$ cat src/hw/rtl/ctcg_pkg.sv
// Shared types, constants and tables for the CTC greedy decoder.
package ctcg_pkg;

  localparam int MaxClasses = 64;
  localparam int PosW       = $clog2(MaxClasses);
  localparam int AlphaLen   = 37;
  localparam int CountMax   = 127;

  // Alphabet characters, first character in the top byte
  localparam logic [8*AlphaLen-1:0] AlphaStr = "##0123456789ABCDEFGHIJKLMNPQRSTUVWXYZ";

  // Configuration register indexes
  localparam logic [0:0] RegThreshold  = 1'b0;
  localparam logic [0:0] RegClassCount = 1'b1;

  // One logit as it travels from front to back
  typedef struct packed {
    logic signed [15:0] logit;
    logic               last_in_step;
    logic               last_in_sequence;
  } req_t;

  typedef struct packed {
    logic [6:0] char_code;
    logic       char_valid;
    logic       text_done;
    logic       text_accepted;
  } res_t;

  // exp(-2^k/256) in Q16
  function automatic logic [15:0] exp_tab(input logic [3:0] k);
    logic [15:0] v;
    unique case (k)
      4'd0:  v = 16'd65280;
      4'd1:  v = 16'd65026;
      4'd2:  v = 16'd64520;
      4'd3:  v = 16'd63520;
      4'd4:  v = 16'd61565;
      4'd5:  v = 16'd57835;
      4'd6:  v = 16'd51039;
      4'd7:  v = 16'd39750;
      4'd8:  v = 16'd24109;
      4'd9:  v = 16'd8869;
      4'd10: v = 16'd1200;
      4'd11: v = 16'd22;
      default: v = 16'd0;
    endcase
    return v;
  endfunction

  // Alphabet ROM: class index to ASCII
  function automatic logic [6:0] alpha_rom(input logic [PosW-1:0] c);
    logic [6:0] v;
    v = 7'd0;
    for (int i = 0; i < AlphaLen; i++) begin
      if (c == PosW'(i)) v = AlphaStr[8*(AlphaLen-1-i) +: 7];
    end
    return v;
  endfunction

endpackage

$ cat src/hw/rtl/ctcg_if.sv
// Valid/ready stream channel carrying one payload.
interface ctcg_if #(parameter type payload_t = logic) (input logic clk);
  logic     valid;
  logic     ready;
  payload_t data;
  modport source (output valid, output data, input ready);
  modport sink   (input valid, input data, output ready);
endinterface

$ cat src/hw/rtl/ctcg_ram.sv
// Generic single-port-write RAM with registered read.
module ctcg_ram #(
  parameter int Width = 16,
  parameter int Depth = 64
) (
  input  logic                     clk,
  input  logic                     we,
  input  logic [$clog2(Depth)-1:0] waddr,
  input  logic [Width-1:0]         wdata,
  input  logic [$clog2(Depth)-1:0] raddr,
  output logic [Width-1:0]         rdata
);
  logic [Width-1:0] mem [Depth];
  always_ff @(posedge clk) begin
    if (we) mem[waddr] <= wdata;
    rdata <= mem[raddr];
  end
endmodule

$ cat src/hw/rtl/ctcg_fifo.sv
// Short queue between the front and the back.
module ctcg_fifo (
  input  logic          clk,
  input  logic          rst,
  input  logic          push,
  input  ctcg_pkg::req_t push_data,
  output logic          full,
  input  logic          pop,
  output ctcg_pkg::req_t pop_data,
  output logic          empty
);
  import ctcg_pkg::*;
  req_t       q [4];
  logic [1:0] wp, rp;
  logic [2:0] cnt;

  assign full     = cnt == 3'd4;
  assign empty    = cnt == 3'd0;
  assign pop_data = q[rp];

  always_ff @(posedge clk) begin
    if (push) q[wp] <= push_data;
    if (rst) begin
      wp <= '0; rp <= '0; cnt <= '0;
    end else begin
      if (push) wp <= wp + 2'd1;
      if (pop)  rp <= rp + 2'd1;
      cnt <= cnt + 3'(push) - 3'(pop);
    end
  end
endmodule

$ cat src/hw/rtl/ctcg_back.sv
// Back end: row buffer, argmax, exp sum, reciprocal, emit and verdict.
module ctcg_back (
  input  logic           clk,
  input  logic           rst,
  input  logic [15:0]    thresh,
  input  logic [6:0]     class_count,
  input  logic           req_valid,
  input  ctcg_pkg::req_t req,
  output logic           req_pop,
  output logic           res_valid,
  output ctcg_pkg::res_t res,
  input  logic           res_ready,
  output logic           busy
);
  import ctcg_pkg::*;

  typedef enum logic [3:0] {
    S_COLLECT, S_EXP_RD, S_EXP_LD, S_EXP_MUL, S_DIV, S_EMIT, S_CHAR, S_CMP, S_VERDICT
  } state_t;

  state_t          state;
  logic [PosW-1:0] pos, last_pos, rd_pos, best, prev_class;
  logic            prev_valid, seq_end, found_max;
  logic signed [15:0] mx;
  logic [15:0]     rdata;
  logic [15:0]     d;
  logic [3:0]      bitk;
  logic [16:0]     e;
  logic [22:0]     sum;
  logic [22:0]     prob_sum;
  logic [6:0]      emitted;
  logic [33:0]     rem;
  logic [5:0]      divi;
  logic [16:0]     quo;
  logic [38:0]     thr_prod;
  logic [6:0]      cc_eff;
  logic            wr_en;
  logic [PosW-1:0] wr_pos, p_clip;

  // Clamp class count to 2..MaxClasses
  always_comb begin
    if (class_count < 7'd2) cc_eff = 7'd2;
    else if (class_count > 7'(MaxClasses)) cc_eff = 7'(MaxClasses);
    else cc_eff = class_count;
  end

  assign p_clip  = (7'(pos) >= cc_eff) ? PosW'(cc_eff - 7'd1) : pos;
  assign req_pop = (state == S_COLLECT) && req_valid;
  assign wr_en   = req_pop;
  assign wr_pos  = p_clip;
  assign busy    = (state != S_COLLECT);

  ctcg_ram #(.Width(16), .Depth(MaxClasses)) u_row (
    .clk, .we(wr_en), .waddr(wr_pos), .wdata(req.logit),
    .raddr(rd_pos), .rdata
  );

  // Exp multiply step
  logic [32:0] mprod;
  assign mprod = e * exp_tab(bitk) + 33'd32768;

  always_ff @(posedge clk) begin
    if (rst) begin
      state <= S_COLLECT; pos <= '0; prev_class <= '0; prev_valid <= 1'b0;
      prob_sum <= '0; emitted <= '0; res_valid <= 1'b0;
    end else begin
      unique case (state)
        // Write logits; on step end scan the row for the max
        S_COLLECT: if (req_valid) begin
          if (req.last_in_step) begin
            last_pos <= p_clip; pos <= '0; seq_end <= req.last_in_sequence;
            rd_pos <= '0; found_max <= 1'b0; sum <= '0; state <= S_EXP_RD;
          end else if (7'(p_clip) < cc_eff - 7'd1) pos <= p_clip + 1'b1;
          else pos <= p_clip;
        end
        // First pass (found_max=0) finds the max, second sums exp terms
        S_EXP_RD: state <= S_EXP_LD;
        S_EXP_LD: begin
          if (!found_max) begin
            if (rd_pos == '0 || $signed(rdata) > mx) begin
              mx <= $signed(rdata); best <= rd_pos;
            end
            if (rd_pos == last_pos) begin
              found_max <= 1'b1; rd_pos <= '0;
            end else rd_pos <= rd_pos + 1'b1;
            state <= S_EXP_RD;
          end else begin
            d <= 16'(mx - $signed(rdata));
            e <= 17'd65536; bitk <= '0;
            state <= S_EXP_MUL;
          end
        end
        // Gap of 16.0 or more gives a zero term at once
        S_EXP_MUL: begin
          if (bitk == 4'd12) begin
            sum <= sum + 23'(e);
            if (rd_pos == last_pos) begin
              rem <= 34'd0; divi <= 6'd0; quo <= '0; state <= S_DIV;
            end else begin
              rd_pos <= rd_pos + 1'b1; state <= S_EXP_RD;
            end
          end else if (d[15:12] != 4'd0) begin
            e <= '0; bitk <= 4'd12;
          end else begin
            if (d[bitk]) e <= 17'(mprod >> 16);
            bitk <= bitk + 4'd1;
          end
        end
        // 34 bit dividend: 2^32 + sum/2, one quotient bit a cycle
        S_DIV: begin
          if (divi == 6'd0) begin
            rem <= 34'(35'(34'h1_0000_0000 + 34'(sum >> 1)) >> 33);
            divi <= 6'd1;
          end else begin
            logic [33:0] num;
            logic        nb;
            num = 34'h1_0000_0000 + 34'(sum >> 1);
            nb  = num[6'd33 - divi];
            if (({rem, nb} >= {12'd0, sum}))begin
              rem <= 34'({rem, nb} - {12'd0, sum}); quo <= {quo[15:0], 1'b1};
            end else begin
              rem <= 34'({rem, nb}); quo <= {quo[15:0], 1'b0};
            end
            if (divi == 6'd33) state <= S_EMIT;
            else divi <= divi + 6'd1;
          end
        end
        S_EMIT: begin
          if (best != '0 && !(prev_valid && best == prev_class)) begin
            res <= '{char_code: alpha_rom(best), char_valid: 1'b1,
                     text_done: 1'b0, text_accepted: 1'b0};
            res_valid <= 1'b1;
            if (emitted < 7'(CountMax)) begin
              prob_sum <= prob_sum + 23'((quo[16] || quo[15:0] == 16'hFFFF) ? 16'hFFFF
                                          : quo[15:0]);
              emitted <= emitted + 7'd1;
            end
            state <= S_CHAR;
          end else state <= seq_end ? S_CMP : S_COLLECT;
          prev_class <= best; prev_valid <= 1'b1;
        end
        S_CHAR: if (res_ready) begin
          res_valid <= 1'b0;
          state <= seq_end ? S_CMP : S_COLLECT;
        end
        S_CMP: begin
          res <= '{char_code: 7'd0, char_valid: 1'b0, text_done: 1'b1,
                   text_accepted: (emitted != 7'd0) && (39'(prob_sum) > thr_prod)};
          res_valid <= 1'b1; state <= S_VERDICT;
        end
        S_VERDICT: if (res_ready) begin
          res_valid <= 1'b0; prob_sum <= '0; emitted <= '0;
          prev_valid <= 1'b0; prev_class <= '0; state <= S_COLLECT;
        end
        default: state <= S_COLLECT;
      endcase
    end
  end

  always_ff @(posedge clk) thr_prod <= 39'(thresh) * 39'(emitted);
endmodule

$ cat src/hw/rtl/ctcg_front.sv
// Front end: accepts logit requests and pushes them into the queue.
module ctcg_front (
  ctcg_if.sink           in_ch,
  output logic           push,
  output ctcg_pkg::req_t push_data,
  input  logic           full
);
  import ctcg_pkg::*;
  assign in_ch.ready = !full;
  assign push        = in_ch.valid && !full;
  assign push_data   = in_ch.data;
endmodule

$ cat src/hw/rtl/ctc_greedy_decoder.sv
// CTC greedy decoder: one logit per request in, characters and verdict out.
// Logits are taken one a cycle into a four-entry queue while it has room. The
// back end writes each into the row RAM; at the end of a step it rereads the row
// to find the argmax, rereads it again to sum the exp terms (bit-serial through
// a 12-entry table, with a zero term at once when the gap to the max is 16.0 or
// more), then runs a bit-serial divider for the peak probability. While it does
// so it takes no new logits from the queue.
module ctc_greedy_decoder (
  input  logic        clk,
  input  logic        rst,
  ctcg_if.sink        in_ch,
  ctcg_if.source      out_ch,
  input  logic        cfg_we,
  input  logic [0:0]  cfg_index,
  input  logic [15:0] cfg_data
);
  import ctcg_pkg::*;

  logic [15:0] thresh;
  logic [6:0]  class_count;
  logic        push, full, pop, empty, busy;
  req_t        push_data, pop_data;

  // Configuration registers
  always_ff @(posedge clk) begin
    if (rst) begin
      thresh <= 16'd58982; class_count <= 7'd37;
    end else if (cfg_we) begin
      unique case (cfg_index)
        RegThreshold:  thresh <= cfg_data;
        RegClassCount: class_count <= cfg_data[6:0];
        default: ;
      endcase
    end
  end

  ctcg_front u_front (.in_ch, .push, .push_data, .full);
  ctcg_fifo u_fifo (.clk, .rst, .push, .push_data, .full,
                    .pop, .pop_data, .empty);
  ctcg_back u_back (.clk, .rst, .thresh, .class_count,
                    .req_valid(!empty), .req(pop_data), .req_pop(pop),
                    .res_valid(out_ch.valid), .res(out_ch.data),
                    .res_ready(out_ch.ready), .busy);

  // Checks
  a_no_pop_empty: assert property (@(posedge clk) disable iff (rst) pop |-> !empty)
    else $error("pop from empty queue");
  a_no_push_full: assert property (@(posedge clk) disable iff (rst) push |-> !full)
    else $error("push into full queue");
  a_out_busy: assert property (@(posedge clk) disable iff (rst) out_ch.valid |-> busy)
    else $error("result shown while idle");
endmodule

$ cat src/flat_wrapper.sv
// flat-port wrapper written by rule: the top's interface ports become plain ports
module ctc_greedy_decoder_flat import ctcg_pkg::*;
  (clk, rst, cfg_we, cfg_index, cfg_data, in_ch_valid, in_ch_data, in_ch_ready, out_ch_valid, out_ch_data, out_ch_ready);
  ctcg_if #(.payload_t(req_t)) in_ch_i (.clk(clk));
  ctcg_if #(.payload_t(res_t)) out_ch_i (.clk(clk));
  input  logic clk;
  input  logic rst;
  input  logic cfg_we;
  input  logic [0:0] cfg_index;
  input  logic [15:0] cfg_data;
  input wire logic [$bits(in_ch_i.valid)-1:0] in_ch_valid;
  input wire logic [$bits(in_ch_i.data)-1:0] in_ch_data;
  output wire logic [$bits(in_ch_i.ready)-1:0] in_ch_ready;
  output wire logic [$bits(out_ch_i.valid)-1:0] out_ch_valid;
  output wire logic [$bits(out_ch_i.data)-1:0] out_ch_data;
  input wire logic [$bits(out_ch_i.ready)-1:0] out_ch_ready;
  assign in_ch_i.valid = in_ch_valid;
  assign in_ch_i.data = in_ch_data;
  assign in_ch_ready = in_ch_i.ready;
  assign out_ch_valid = out_ch_i.valid;
  assign out_ch_data = out_ch_i.data;
  assign out_ch_i.ready = out_ch_ready;
  ctc_greedy_decoder u_core (.clk(clk), .rst(rst), .in_ch(in_ch_i), .out_ch(out_ch_i), .cfg_we(cfg_we), .cfg_index(cfg_index), .cfg_data(cfg_data));
endmodule
$ cat config.mk
export PLATFORM = sky130hd
export DESIGN_NAME = ctc_greedy_decoder_flat
export DESIGN_NICKNAME = d
export VERILOG_FILES = /design/src/hw/rtl/ctcg_pkg.sv /design/src/hw/rtl/ctcg_if.sv /design/src/hw/rtl/ctcg_ram.sv /design/src/hw/rtl/ctcg_fifo.sv /design/src/hw/rtl/ctcg_back.sv /design/src/hw/rtl/ctcg_front.sv /design/src/hw/rtl/ctc_greedy_decoder.sv /design/src/flat_wrapper.sv
export SDC_FILE = /design/constraint.sdc
export NUM_CORES = 2
export LEC_CHECK = 0
export BUFFER_PORTS_ARGS = -buffer_cell sky130_fd_sc_hd__buf_2
export CAP_MARGIN = 10
export CELL_PAD_IN_SITES_DETAIL_PLACEMENT = 1
export CELL_PAD_IN_SITES_GLOBAL_PLACEMENT = 2
export CORE_MARGIN = 2
export CORE_UTILIZATION = 35
export CTS_CLUSTER_SIZE = 40
export DETAILED_ROUTE_END_ITERATION = 10
export MAX_ROUTING_LAYER = met4
export PLACE_DENSITY_LB_ADDON = 0.1
export RECOVER_POWER = 100
export SYNTH_ARGS = -nofsm -noshare
export SYNTH_HDL_FRONTEND = slang
export SYNTH_SLANG_ARGS = --single-unit
$ cat constraint.sdc
create_clock -name clk -period 7.7 [get_ports clk]
set_clock_uncertainty 0.1 [all_clocks]
set_input_delay 0.385 -clock clk [delete_from_list [all_inputs] [get_ports clk]]
set_output_delay 0.385 -clock clk [all_outputs]
set_load 0.02 [all_outputs]
==> results_dict.tcl <==
set metrics [dict create \
    ff_latch_area_sq_um 40500 \
    place.gp.congestion 0.775 \
    post_route_cells_drive_above_1_share 0.138 \
    met2_usage 0.320 \
    violations "capacitance limit, slew limit" \
    start_util 0.351 \
    coreArea_sq_um 199000 \
    report.final.slew_viol_count 1460 \
    grt_pass1_vias 43190 \
    cts_root_buffer "clkbuf_16" \
    cts_htree_levels 4 \
    drt_first_pass_iters 7 \
    min_period_ps 7080 \
    total_power_uw 32900 \
    use_met1 0.256 \
    critPathRequiredTime_ps 8120 \
    drv_cap 35 \
    netlist_area_sq_um 70100 \
    fin_setup_tns_ps 0 \
    synth_ff_type "edfxtp_1" \
    wl_per_cell_um 24.3 \
    yosysTopAreaCellShare 0.539 \
    ys_types 79 \
    use_met3 0.0235 \
    grt_overflow 0 \
    die_y_um 451 \
    cts.clk_slew.worst_paths_ps 60 \
    r2r_cells 24 \
    synth_async_sr_flop_share 0 \
    vdd_drop_max_mv 0.844 \
    worstPathArrival_ps 7510 \
    fin_nets 5563 \
    nFillCells 20243 \
    avgSynthCellArea_sq_um 14.7 \
    grt_use_total 0.193 \
    min_path_cells 4 \
    grt_pass1_wl_mm 286 \
    worst_slack_ps 615 \
    cts_buffer_depth 3 \
    placed_cell_area_sq_um 74200 \
    num_vias 39531 \
    min_path_type "in -> reg" \
    critPathMaxFanout 10 \
    synthTopCellsByArea "edfxtp_1 54%, mux4_2 11%, fa_1 8.0%, ha_1 5.2%, dfxtp_1 3.9%" \
    p_leak_uw 0.0281 \
    worstSetupStartpointType "flop" \
    clkLatencyLatePin_ps 790 \
    max_freq_mhz 141 \
    ys.warnings.count 0 \
    relSlewSlack -1.44 \
    rows 164 \
    route.detailed.drc 0 \
    finalHoldViolCount 0 \
    cts_tree "done" \
    area_growth_syn_to_layout_pct 12.9 \
    drt-initial-drc-count 2371 \
    finalCritPeriodShare 0.920 \
    ys_ff_latch 1394 \
    synth-edff-count 1259 \
    ant_nets 0 \
    clock_sinks 1394 \
    gr-max-usage-layer "met2" \
    ys_seq_area_frac 0.578 \
    synth_top_area_cell "edfxtp_1" \
    die-area_sq_um 204000 \
    setup_viol 0 \
    yosys-top-cells-count "1,259 x edfxtp_1, 442 x inv_1, 390 x nand2_1, 335 x mux4_2, 291 x ha_1" \
    avgViaCountPerCell 5.11 \
    syn_nets 5373 \
    tightest_slew_ps 3670 \
    numCtsBuffers 158 \
    syn-instance-count 4761 \
    drt-total-wl_mm 188 \
    critPathKind "reg -> reg" \
    place_ws_ps 308 \
    dp_hpwl_mm 125 \
    grt_antenna_before_repair 8 \
    final_cell_area_sq_um 79200 \
    status "finished with violations" \
    io_pins 52 \
    grt_setup_unrepaired "false" \
    grt_max_degree 127 \
    endpoint_kind "flop" \
    multi_input_area_sq_um 27100 \
    port_buffers 51 \
    reg2reg_slack_ps 620 \
    power_density_nw_per_um2 415 \
    die_x_um 451 \
    synth_most_common_cell "edfxtp_1" \
]
[cell families after synthesis]
group	Yosys count	synth area share
simple gates	1134	0.0766
fa+ha+maj	572	0.132
compound gates	482	0.0451
flops	1394	0.578
buf+inv	658	0.0359
xor+xnor	126	0.0157
mux	395	0.117
[layout make-up]
| cell class | count | area share |
|---|---|---|
| antenna | 4 | 0.000126 |
| clock buffer | 207 | 0.0549 |
| clock inverter | 82 | 0.00994 |
| inverter | 445 | 0.0211 |
| multi-input combinational | 2709 | 0.342 |
| sequential | 1394 | 0.512 |
| tap | 2656 | 0.0420 |
| timing repair buffer | 243 | 0.0183 |
[metrics by stage]
stage / instances / utilization / hold slack [ps]
floorplan: 4761 / - / 308
global placement: 7405 / 0.372 / 315
detailed placement: 7405 / 0.372 / 321
CTS: 7735 / 0.400 / 145
global route: 7736 / 0.397 / 213
finish: 7740 / 0.397 / 216
[power breakdown]
group          total [uW]  switching, uW  internal [uW]
clock network        7410           3170           4240
logic               15600           9270           6340
registers            9850            256           9590
[critical path: stages (launching register included)]
cell	delay (ps)
edfxtp_1	600
buf_4	270
nand2_1	80
fa_1	490
inv_1	50
fa_1	480
inv_1	50
fa_1	490
fa_1	540
inv_1	50
fa_1	470
inv_1	50
fa_1	480
inv_1	40
ha_1	260
and4_1	210
o21ai_0	140
a211oi_2	390
nor2_1	190
o31ai_2	490
o41ai_2	150
a21oi_1	310
o41ai_1	140
xnor2_1	140
a21o_1	180
[flip-flops by register name, summed over array words and instances, names as in the netlist, 7 cells and up, named ones only]
name and cells:
u_core.class_count 7, u_core.thresh 16, u_core.u_back.d 16, u_core.u_back.e 17, u_core.u_back.emitted 7, u_core.u_back.mx 16
u_core.u_back.prob_sum 23, u_core.u_back.quo 17, u_core.u_back.rem 34, u_core.u_back.res 10, u_core.u_back.sum 23, u_core.u_back.thr_prod 23
u_core.u_back.u_row.mem 1024, u_core.u_back.u_row.rdata 16, u_core.u_fifo.q 72
[repair_timing]
| action | in CTS | in global routing |
|---|---|---|
| gates resized for setup | 0 | 2 |
| hold endpoints to repair | 99 | 0 |
| setup endpoints to repair | 0 | 2 |
| buffers inserted | 0 | 0 |
| hold buffers | 41 | 0 |
[metal layers]
metal,vias to the layer above,share of wire
met3,219,0.030
met4,0,0.019
met5,-,0
met1,20932,0.45
met2,524,0.50
li1,17856,-
[final timing paths]
kind	to	start
setup reg to reg	u_core.u_back.e[16]$_SDFFCE_PN1P_	u_core.u_back.e[5]$_SDFFCE_PP0P_
setup / recovery	u_core.u_back.e[16]$_SDFFCE_PN1P_	u_core.u_back.e[5]$_SDFFCE_PP0P_
hold reg to reg	u_core.u_back.mx[2]$_DFFE_PP_	u_core.u_back.u_row.rdata[2]$_DFF_P_
hold / removal	u_core.u_fifo.wp[0]$_SDFFE_PP0P_	in_ch_valid
[cells in the final DEF, fill, tap and decap left out, drive strengths merged, types with 11 or more instances in the layout]
cell type	count
edfxtp	1259
inv	449
nand2	390
clkbuf	336
mux4	335
ha	291
fa	281
nor2	261
and2	157
a21oi	143
dfxtp	135
o21ai	95
xnor2	77
nor3	73
buf	73
clkinv	64
nand3	55
xor2	49
mux2i	44
a21o	41
dlygate4sd3	41
nand4	32
o21a	28
nor2b	28
and3	25
or2	25
nand2b	24
a22oi	23
or3	19
a211oi	19
nand3b	17
mux2	16
o22ai	14
o31ai	13
a31oi	12
o221ai	12
nor4	11
Note: power is estimated with default switching activity, not from simulation.
